[config.mk]
export PLATFORM = sky130hd
export DESIGN_NAME = selective_repeat_receiver_unit
export DESIGN_NICKNAME = d
export VERILOG_FILES = /design/src/hdl/srru_pkg.sv /design/src/hdl/srru_cmd_q.sv /design/src/hdl/srru_front.sv /design/src/hdl/srru_back.sv /design/src/hdl/selective_repeat_receiver_unit.sv
export VERILOG_INCLUDE_DIRS = /design/src /design/src/hdl
export SDC_FILE = /design/constraint.sdc
export NUM_CORES = 1
export LEC_CHECK = 0
export BUFFER_PORTS_ARGS = -buffer_cell sky130_fd_sc_hd__buf_2
export CAP_MARGIN = 20
export CORE_MARGIN = 2
export CORE_UTILIZATION = 60
export CTS_CLUSTER_SIZE = 20
export DETAILED_ROUTE_END_ITERATION = 10
export PLACE_DENSITY = 0.77
export SYNTH_ARGS = -nofsm -noshare
export SYNTH_HDL_FRONTEND = slang
export SYNTH_SLANG_ARGS = --single-unit
[constraint.sdc]
create_clock -name clk -period 15.5 [get_ports clk]
set_clock_uncertainty 0.15 [all_clocks]
set_input_delay 3.875 -clock clk [delete_from_list [all_inputs] [get_ports clk]]
set_output_delay 3.875 -clock clk [all_outputs]
set_load 0.03 [all_outputs]
[src/hdl/selective_repeat_receiver_unit_assert.svh]
// Assertion macros for the selective repeat receiver.
// Used by the top level; expects clk and rst_n in scope.
`ifndef SELECTIVE_REPEAT_RECEIVER_UNIT_ASSERT_SVH
`define SELECTIVE_REPEAT_RECEIVER_UNIT_ASSERT_SVH
`ifndef SYNTHESIS
`define SRRU_ASSERT_IMPL(name, ante, cons) \
  name: assert property (@(posedge clk) disable iff (!rst_n) (ante) |-> (cons)) \
    else $error("srru assertion failed");
`define SRRU_ASSERT_NEXT(name, ante, cons) \
  name: assert property (@(posedge clk) disable iff (!rst_n) (ante) |=> (cons)) \
    else $error("srru assertion failed");
`else
`define SRRU_ASSERT_IMPL(name, ante, cons)
`define SRRU_ASSERT_NEXT(name, ante, cons)
`endif
`endif

[src/hdl/srru_pkg.sv]
// Shared types and codes for the selective repeat receiver.
// No dependencies.
`default_nettype none
package srru_pkg;

  // command codes, front to back
  localparam logic CMD_ACK = 1'b0;
  localparam logic CMD_RUN = 1'b1;

  // result kinds
  localparam logic KIND_DELIVER = 1'b0;
  localparam logic KIND_ACK     = 1'b1;

  localparam int         WIN_W     = 6;
  localparam logic [5:0] WIN_RESET = 6'd8;

  localparam int Q_DEPTH = 4;
  localparam int Q_PTR_W = $clog2(Q_DEPTH);

  typedef struct packed {
    logic full;
    logic empty;
  } q_stat_t;

  typedef struct packed {
    logic run_done;
    logic busy;
  } back_stat_t;

endpackage
`default_nettype wire

[src/hdl/srru_cmd_q.sv]
// Small command queue between the classifier and the delivery engine.
// Depends on srru_pkg.
`default_nettype none
module srru_cmd_q #(
  parameter int W = 17
) (
  input  wire logic            clk,
  input  wire logic            rst_n,
  input  wire logic            push,
  input  wire logic [W-1:0]    push_data,
  input  wire logic            pop,
  output logic [W-1:0]         pop_data,
  output srru_pkg::q_stat_t    stat
);
  import srru_pkg::*;

  logic [W-1:0]       mem_r [Q_DEPTH];
  logic [Q_PTR_W-1:0] wr_ptr_r, wr_ptr_nxt;
  logic [Q_PTR_W-1:0] rd_ptr_r, rd_ptr_nxt;
  logic [Q_PTR_W:0]   cnt_r, cnt_nxt;
  logic               do_push, do_pop;

  assign stat.full  = (cnt_r == (Q_PTR_W+1)'(Q_DEPTH));
  assign stat.empty = (cnt_r == '0);
  assign do_push    = push && !stat.full;
  assign do_pop     = pop && !stat.empty;
  assign pop_data   = mem_r[rd_ptr_r];

  always_comb begin
    wr_ptr_nxt = do_push ? wr_ptr_r + 1'b1 : wr_ptr_r;
    rd_ptr_nxt = do_pop ? rd_ptr_r + 1'b1 : rd_ptr_r;
    cnt_nxt    = cnt_r;
    if (do_push && !do_pop) begin
      cnt_nxt = cnt_r + 1'b1;
    end else if (!do_push && do_pop) begin
      cnt_nxt = cnt_r - 1'b1;
    end
  end

  always_ff @(posedge clk) begin
    if (!rst_n) begin
      wr_ptr_r <= '0;
      rd_ptr_r <= '0;
      cnt_r    <= '0;
    end else begin
      wr_ptr_r <= wr_ptr_nxt;
      rd_ptr_r <= rd_ptr_nxt;
      cnt_r    <= cnt_nxt;
    end
  end

  always_ff @(posedge clk) begin
    if (do_push) begin
      mem_r[wr_ptr_r] <= push_data;
    end
  end

endmodule
`default_nettype wire

[src/hdl/srru_front.sv]
// Front end: window register, packet classification, slot write request, command push.
// Depends on srru_pkg.
`default_nettype none
module srru_front #(
  parameter int BUF_DEPTH = 32,
  parameter int SEQ_BITS  = 16,
  parameter int DATA_BITS = 32,
  localparam int IDX_W    = $clog2(BUF_DEPTH)
) (
  input  wire logic                   clk,
  input  wire logic                   rst_n,
  input  wire logic                   cfg_valid,
  output logic                        cfg_ready,
  input  wire logic [5:0]             cfg_window_size,
  input  wire logic                   in_valid,
  output logic                        in_stall,
  input  wire logic [SEQ_BITS-1:0]    in_seq_number,
  input  wire logic [DATA_BITS-1:0]   in_data_word,
  input  wire logic [SEQ_BITS-1:0]    base,
  input  wire logic [IDX_W-1:0]       base_slot,
  input  wire srru_pkg::q_stat_t      qstat,
  input  wire srru_pkg::back_stat_t   bstat,
  output logic                        push,
  output logic [SEQ_BITS:0]           push_cmd,
  output logic                        wr_en,
  output logic [IDX_W-1:0]            wr_slot,
  output logic [DATA_BITS-1:0]        wr_data
);
  import srru_pkg::*;

  localparam int     CW    = SEQ_BITS + 7;
  localparam int     SUM_W = IDX_W + 1;
  localparam longint HALF  = 64'sd1 << (SEQ_BITS - 1);
  localparam longint CAP   = (HALF < BUF_DEPTH) ? HALF : longint'(BUF_DEPTH);

  logic [WIN_W-1:0]    window_r, window_nxt;
  logic                run_pend_r, run_pend_nxt;
  logic [CW-1:0]       w_eff;
  logic [SEQ_BITS-1:0] ahead, behind;
  logic                is_base, in_win, prev_win, accept;
  logic [SUM_W-1:0]    slot_sum;

  assign cfg_ready  = 1'b1;
  assign window_nxt = (cfg_valid && cfg_ready) ? cfg_window_size : window_r;

  // window saturated into 1 .. min(depth, half the sequence space)
  always_comb begin
    if (window_r == '0) begin
      w_eff = CW'(1);
    end else if (CW'(window_r) > CW'(CAP)) begin
      w_eff = CW'(CAP);
    end else begin
      w_eff = CW'(window_r);
    end
  end

  assign ahead    = in_seq_number - base;
  assign behind   = base - in_seq_number;
  assign is_base  = (ahead == '0);
  assign in_win   = (CW'(ahead) < w_eff);
  assign prev_win = (behind != '0) && (CW'(behind) <= w_eff);

  // seq mod depth: below a wrap, seq = base + ahead; after a wrap, seq < depth
  assign slot_sum = SUM_W'(base_slot) + SUM_W'(ahead);
  always_comb begin
    if (in_seq_number < base) begin
      wr_slot = IDX_W'(in_seq_number);
    end else if (slot_sum >= SUM_W'(BUF_DEPTH)) begin
      wr_slot = IDX_W'(slot_sum - SUM_W'(BUF_DEPTH));
    end else begin
      wr_slot = IDX_W'(slot_sum);
    end
  end

  // base moves only while a run is pending, so hold input until it completes
  assign in_stall = run_pend_r || qstat.full;
  assign accept   = in_valid && !in_stall;
  assign wr_en    = accept && in_win;
  assign wr_data  = in_data_word;
  assign push     = accept && (in_win || prev_win);
  assign push_cmd = {(is_base ? CMD_RUN : CMD_ACK), in_seq_number};

  always_comb begin
    run_pend_nxt = run_pend_r;
    if (push && is_base) begin
      run_pend_nxt = 1'b1;
    end else if (bstat.run_done) begin
      run_pend_nxt = 1'b0;
    end
  end

  always_ff @(posedge clk) begin
    if (!rst_n) begin
      window_r   <= WIN_RESET;
      run_pend_r <= 1'b0;
    end else begin
      window_r   <= window_nxt;
      run_pend_r <= run_pend_nxt;
    end
  end

endmodule
`default_nettype wire

[src/hdl/srru_back.sv]
// Back end: slot store, valid bits, in-order delivery run and result register.
// Depends on srru_pkg.
`default_nettype none
module srru_back #(
  parameter int BUF_DEPTH = 32,
  parameter int SEQ_BITS  = 16,
  parameter int DATA_BITS = 32,
  localparam int IDX_W    = $clog2(BUF_DEPTH)
) (
  input  wire logic                   clk,
  input  wire logic                   rst_n,
  input  wire logic                   wr_en,
  input  wire logic [IDX_W-1:0]       wr_slot,
  input  wire logic [DATA_BITS-1:0]   wr_data,
  input  wire srru_pkg::q_stat_t      qstat,
  input  wire logic [SEQ_BITS:0]      q_cmd,
  output logic                        q_pop,
  output logic [SEQ_BITS-1:0]         base,
  output logic [IDX_W-1:0]            base_slot,
  output srru_pkg::back_stat_t        bstat,
  output logic                        out_valid,
  input  wire logic                   out_stall,
  output logic                        out_kind,
  output logic [SEQ_BITS-1:0]         out_seq_out,
  output logic [DATA_BITS-1:0]        out_data_out,
  output logic                        out_last
);
  import srru_pkg::*;

  localparam logic ST_IDLE = 1'b0;
  localparam logic ST_RUN  = 1'b1;

  logic                 state_r, state_nxt;
  logic [SEQ_BITS-1:0]  base_r, base_nxt;
  logic [IDX_W-1:0]     slot_r, slot_nxt;
  logic [SEQ_BITS-1:0]  run_seq_r, run_seq_nxt;
  logic [BUF_DEPTH-1:0] valid_r;
  logic [DATA_BITS-1:0] mem_r [BUF_DEPTH];
  logic [DATA_BITS-1:0] rd_data_r;
  logic                 out_valid_r, out_valid_nxt;
  logic                 out_kind_r, out_kind_nxt;
  logic [SEQ_BITS-1:0]  out_seq_r, out_seq_nxt;
  logic [DATA_BITS-1:0] out_data_r, out_data_nxt;
  logic                 out_last_r, out_last_nxt;
  logic                 ld_ok, deliver, run_done;

  assign base      = base_r;
  assign base_slot = slot_r;
  assign ld_ok     = !out_valid_r || !out_stall;

  always_comb begin
    state_nxt     = state_r;
    base_nxt      = base_r;
    slot_nxt      = slot_r;
    run_seq_nxt   = run_seq_r;
    q_pop         = 1'b0;
    deliver       = 1'b0;
    run_done      = 1'b0;
    out_valid_nxt = out_valid_r && out_stall;
    out_kind_nxt  = out_kind_r;
    out_seq_nxt   = out_seq_r;
    out_data_nxt  = out_data_r;
    out_last_nxt  = out_last_r;
    unique case (state_r)
      ST_IDLE: begin
        if (!qstat.empty && ld_ok) begin
          q_pop = 1'b1;
          if (q_cmd[SEQ_BITS] == CMD_RUN) begin
            state_nxt   = ST_RUN;
            run_seq_nxt = q_cmd[SEQ_BITS-1:0];
          end else begin
            out_valid_nxt = 1'b1;
            out_kind_nxt  = KIND_ACK;
            out_seq_nxt   = q_cmd[SEQ_BITS-1:0];
            out_data_nxt  = '0;
            out_last_nxt  = 1'b1;
          end
        end
      end
      ST_RUN: begin
        if (ld_ok) begin
          out_valid_nxt = 1'b1;
          if (valid_r[slot_r]) begin
            deliver      = 1'b1;
            out_kind_nxt = KIND_DELIVER;
            out_seq_nxt  = base_r;
            out_data_nxt = rd_data_r;
            out_last_nxt = 1'b0;
            base_nxt     = base_r + 1'b1;
            // slot follows seq mod depth, also across the sequence wrap
            if (base_r == '1 || slot_r == IDX_W'(BUF_DEPTH - 1)) begin
              slot_nxt = '0;
            end else begin
              slot_nxt = slot_r + 1'b1;
            end
          end else begin
            out_kind_nxt = KIND_ACK;
            out_seq_nxt  = run_seq_r;
            out_data_nxt = '0;
            out_last_nxt = 1'b1;
            run_done     = 1'b1;
            state_nxt    = ST_IDLE;
          end
        end
      end
      default: state_nxt = ST_IDLE;
    endcase
  end

  assign bstat.run_done = run_done;
  assign bstat.busy     = (state_r == ST_RUN);

  always_ff @(posedge clk) begin
    if (!rst_n) begin
      state_r     <= ST_IDLE;
      base_r      <= '0;
      slot_r      <= '0;
      valid_r     <= '0;
      out_valid_r <= 1'b0;
    end else begin
      state_r     <= state_nxt;
      base_r      <= base_nxt;
      slot_r      <= slot_nxt;
      out_valid_r <= out_valid_nxt;
      if (wr_en) begin
        valid_r[wr_slot] <= 1'b1;
      end
      if (deliver) begin
        valid_r[slot_r] <= 1'b0;
      end
    end
  end

  // slot store; read port prefetches the next base slot, write-first on a hit
  always_ff @(posedge clk) begin
    if (wr_en) begin
      mem_r[wr_slot] <= wr_data;
    end
    if (wr_en && wr_slot == slot_nxt) begin
      rd_data_r <= wr_data;
    end else begin
      rd_data_r <= mem_r[slot_nxt];
    end
  end

  always_ff @(posedge clk) begin
    run_seq_r  <= run_seq_nxt;
    out_kind_r <= out_kind_nxt;
    out_seq_r  <= out_seq_nxt;
    out_data_r <= out_data_nxt;
    out_last_r <= out_last_nxt;
  end

  assign out_valid    = out_valid_r;
  assign out_kind     = out_kind_r;
  assign out_seq_out  = out_seq_r;
  assign out_data_out = out_data_r;
  assign out_last     = out_last_r;

endmodule
`default_nettype wire

[src/hdl/selective_repeat_receiver_unit.sv]
// Top level of the selective repeat receiver: front classifier, command queue, back end.
// Depends on srru_pkg, srru_front, srru_cmd_q, srru_back and the assertion header.
//
// Receives data packets (sequence number plus one payload word) and returns, per packet
// in the current or previous window, zero or more in-order deliveries and then one ack
// flagged last; other packets are dropped. Ack-only packets are taken one per cycle until
// the four-entry command queue fills; the back end emits at most one result per cycle,
// held while out_stall is high. A packet at the expected base holds the input until the
// delivery run it starts completes, since classifying the next packet needs the base the
// run leaves. Slot valid bits clear at reset; no clearing pass. cfg_ready is always high.
`default_nettype none
`include "selective_repeat_receiver_unit_assert.svh"
module selective_repeat_receiver_unit #(
  parameter int BUF_DEPTH = 32,
  parameter int SEQ_BITS  = 16,
  parameter int DATA_BITS = 32
) (
  input  wire logic                   clk,
  input  wire logic                   rst_n,
  input  wire logic                   cfg_valid,
  output logic                        cfg_ready,
  input  wire logic [5:0]             cfg_window_size,
  input  wire logic                   in_valid,
  output logic                        in_stall,
  input  wire logic [SEQ_BITS-1:0]    in_seq_number,
  input  wire logic [DATA_BITS-1:0]   in_data_word,
  output logic                        out_valid,
  input  wire logic                   out_stall,
  output logic                        out_kind,
  output logic [SEQ_BITS-1:0]         out_seq_out,
  output logic [DATA_BITS-1:0]        out_data_out,
  output logic                        out_last
);
  import srru_pkg::*;

  localparam int IDX_W = $clog2(BUF_DEPTH);

  q_stat_t              qstat;
  back_stat_t           bstat;
  logic                 push, q_pop, wr_en;
  logic [SEQ_BITS:0]    push_cmd, q_cmd;
  logic [IDX_W-1:0]     wr_slot, base_slot;
  logic [DATA_BITS-1:0] wr_data;
  logic [SEQ_BITS-1:0]  base;

  srru_front #(
    .BUF_DEPTH(BUF_DEPTH), .SEQ_BITS(SEQ_BITS), .DATA_BITS(DATA_BITS)
  ) u_front (
    .clk, .rst_n,
    .cfg_valid, .cfg_ready, .cfg_window_size,
    .in_valid, .in_stall, .in_seq_number, .in_data_word,
    .base, .base_slot, .qstat, .bstat,
    .push, .push_cmd, .wr_en, .wr_slot, .wr_data
  );

  srru_cmd_q #(
    .W(SEQ_BITS + 1)
  ) u_cmd_q (
    .clk, .rst_n,
    .push, .push_data(push_cmd),
    .pop(q_pop), .pop_data(q_cmd),
    .stat(qstat)
  );

  srru_back #(
    .BUF_DEPTH(BUF_DEPTH), .SEQ_BITS(SEQ_BITS), .DATA_BITS(DATA_BITS)
  ) u_back (
    .clk, .rst_n,
    .wr_en, .wr_slot, .wr_data,
    .qstat, .q_cmd, .q_pop,
    .base, .base_slot, .bstat,
    .out_valid, .out_stall, .out_kind, .out_seq_out, .out_data_out, .out_last
  );

  `SRRU_ASSERT_IMPL(a_deliver_not_last, out_valid && out_kind == KIND_DELIVER, !out_last)
  `SRRU_ASSERT_IMPL(a_ack_no_data, out_valid && out_kind == KIND_ACK, out_data_out == '0)
  `SRRU_ASSERT_NEXT(a_run_ends_in_ack, bstat.run_done,
                    out_valid && out_last && out_kind == KIND_ACK)
  `SRRU_ASSERT_IMPL(a_no_input_during_run, bstat.busy, in_stall)

endmodule
`default_nettype wire

==> impl_results.md <==
- Worst Hold Class: register to register
- Final std cells w/o fill: 3894
- Core Region: 0.0824 sq mm
- Crit start category: primary input
- Syn Area/Cell: 19.5 sq um
- Placed Cells: 3670
- TritonCTS buffer count: 115
- Largest net degree at the start of global routing: 70
- Leakage power total: 17.3 nW
- Critical Path End Type: register
- Pin slew with the least headroom to its limit: 1090 ps
- Share of cells above drive strength 1: 26.7%
- Pwr dens: 129 mW/mm^2
- Vias in the first global route: 27.0k
- Post-cts sizing count: 0
- Die height: 293 um
- Clock Latency Late Sink: 700 ps
- Routed Antenna Nets: 0
- Total negative slack: 0 ps
- Peak VDD IR: 138 uV
- DP Worst Slack: 6250 ps
- Crit path required time: 15980 ps
- CP max FO: 8
- Routability congestion estimate: 0.895
- Synth Instances: 2573
- Die Wd: 293 um
- Detailed Route WL: 125000 um
- Vias per cell: 6.79
- Syn-to-layout area delta: 12.0%
- H-tree depth: 3
- Max-slew headroom: 27.1%
- Row cnt: 105
- Die area: 0.0858 sq mm
- Setup Crit Path Kind: primary input to register
- Hold buffers post-CTS: 0
- Total track usage: 29.6%
- Postcts setup bufs: 0
- # port buffers: 110
- Post-Syn Area: 0.0501 sq mm
- Post-synth ARST share: 0%
- RSZ-0062 raised after global routing: false
- Initial antenna violation count: 3
- Syn_nets: 2693
- Remaining DRCs: 0
- Post-synth top flop: edfxtp_1
- Grt ovf: 0
- Drt first pass iters: 6
- # IOs: 112
- Crit path time final: 8410 ps
- Reg clk slew, reported paths: 60 ps
- Final worst path period share: 54.3%
- Setup-failing EPs final: 0
- Number of synthesized flops with an enable pin: 1157
- Starting Density: 60.8%
- Hpwl dp: 66800 um
- Max Buffers Root-to-Sink: 3
- Routed len/inst: 32.1 um
- Yosys cell types: 72
- Slew Limit Fails: 0
- Status: completed
- Flops & latches, synth: 1233
- First-pass GRT wire length: 182000 um
- Maximum clock rate: 0.119 GHz
- Final #Nets: 2846
- Crit path DAT: 8890 ps
- Clock sinks: 1233
- Final worst slack: 7090 ps
- DRT iter0 DRCs: 2981
- CTS root buffer: clkbuf_16
- Synthesis Warnings: 0
- CTS tree: done
- Sequential area share after synthesis: 72.4%
- Final Hold Fails: 0
- Vias: 26.5k
- MaxCap Viol Count: 0
## critical path: stages
cell and delay [ps]:
buf_2 210, inv_1 170, fa_1 480, a21o_1 220, a21oi_1 190, xor2_1 220
inv_1 70, ha_1 310, a21o_1 180, a21oi_1 130, a21o_1 210, o2111ai_1 150
nor4_1 330, nand4b_1 150, a2111o_1 560, nand2_1 150, ha_1 190, inv_1 70
fa_1 380, xor2_1 170, or3_1 310, a21oi_1 150
## layout by cell type, fill, tap and decap left out, types with 7 or more instances in the layout
cell type and instances:
a211oi_1 8, a21o_1 14, a21oi_1 76, a31oi_1 14, a41oi_1 9, and2_1 19, and3_1 8, buf_2 110
buf_4 58, bufinv_16 15, clkbuf_1 23, clkbuf_16 116, clkinv_1 26, clkinv_2 15, clkinvlp_4 7, dfxtp_1 71
edfxtp_1 1157, ha_1 57, inv_1 77, mux2i_1 55, mux4_2 347, nand2_1 67, nand2b_1 8, nand3_1 25
nor2_1 145, nor3_1 18, nor3_2 20, nor4_1 7, nor4_2 9, o211ai_1 9, o21a_1 7, o21ai_0 32
o221ai_1 24, or3_1 16, xnor2_1 23, xor2_1 10
## stage by stage
step | cell area, sq um | utilization (%) | hold slack [ps] | total power [mW]
floorplan | 50100 | - | 285 | 4.19
global route | 56100 | 68.1 | 335 | 7.41
detailed placement | 52100 | 63.3 | 303 | 4.41
global placement | 52100 | 63.3 | 296 | 4.39
CTS | 56000 | 68.0 | 319 | 7.26
finish | 56100 | 68.1 | 318 | 7.22
## routing by layer
metal | vias to the layer above | part of all wire, % | track usage (%)
met4 | 0 | 3.5 | 11.1
met5 | - | 0 | 0
met2 | 1551 | 51 | 49.7
met3 | 277 | 8.5 | 4.82
li1 | 10800 | - | -
met1 | 13800 | 37 | 39.8
## final cells by class
| cell class | instances | area (sq um) |
|---|---|---|
| Sequential cell | 1233 | 36300 |
| Fill cell | 4966 | 26300 |
| Multi-Input combinational cell | 1123 | 13200 |
| Clock buffer | 140 | 3000 |
| Tap cell | 1070 | 1340 |
| Timing Repair Buffer | 176 | 1120 |
| Clock inverter | 72 | 843 |
| Inverter | 77 | 289 |
| Antenna cell | 3 | 7.51 |
## synthesized netlist by cell type, types with 7 or more instances
master | instances | area [sq um]
xnor2_1 | 23 | 201
a21oi_1 | 76 | 380
buf_2 | 12 | 60.1
dfxtp_1 | 76 | 1520
o21ai_0 | 32 | 160
nand3_1 | 25 | 125
or3_1 | 16 | 100
o221ai_1 | 24 | 210
edfxtp_1 | 1157 | 34700
nor4_1 | 15 | 93.8
nor2_1 | 146 | 548
o21a_1 | 7 | 52.6
buf_1 | 36 | 135
nand2_1 | 67 | 251
ha_1 | 57 | 713
and2_1 | 19 | 119
xor2_1 | 10 | 87.6
and3_1 | 8 | 50.1
inv_1 | 77 | 289
clkbuf_1 | 89 | 334
a41oi_1 | 9 | 78.8
nand2b_1 | 9 | 56.3
nor3_1 | 38 | 190
a31oi_1 | 14 | 87.6
mux4_2 | 347 | 7820
o211ai_1 | 9 | 67.6
a211oi_1 | 8 | 60.1
mux2i_1 | 57 | 571
a21o_1 | 14 | 105
## power by group
| group | internal (mW) | leakage [nW] | switching [mW] |
|---|---|---|---|
| clock | 1.63 | 1.84 | 1.24 |
| sequential | 3.76 | 11.0 | 0.0352 |
| combinational | 0.139 | 4.46 | 0.404 |
## logic make-up after synthesis
kind of cell / count (synthesis) / synth area share, %
muxes: 410 / 16.9
adders and majority gates: 61 / 1.58
AOI/OAI and AO/OA: 242 / 3.28
buffers and inverters: 217 / 1.69
and+or+nand+nor: 375 / 3.59
DFF: 1233 / 72.4
xor gates and xnor gates: 34 / 0.622
other: 1 / 0.00748
## worst paths after layout
check                          start                 end  slack (ps)  cells after the start
setup / recovery    in_seq_number[1]    u_cmd_q.cnt_r[2]        7090                     22
hold / removal    u_back.valid_r[30]  u_back.valid_r[30]         320                      2
setup reg to reg      u_back.base[0]    u_cmd_q.cnt_r[2]       10000                     23
hold reg to reg   u_back.valid_r[30]  u_back.valid_r[30]         320                      2
## registers in the layout, indices dropped and copies added, names as in the netlist, 3 cells and up, named ones only
name                 flops
u_front.window_r         6
u_cmd_q.cnt_r            3
u_back.run_seq_r        16
u_back.base_slot         5
u_back.out_data_out     32
u_cmd_q.mem_r           68
u_back.base             16
u_back.out_seq_out      16
u_back.valid_r          32
u_back.mem_r          1024
No activity file was read; power rests on OpenSTA's default activity.
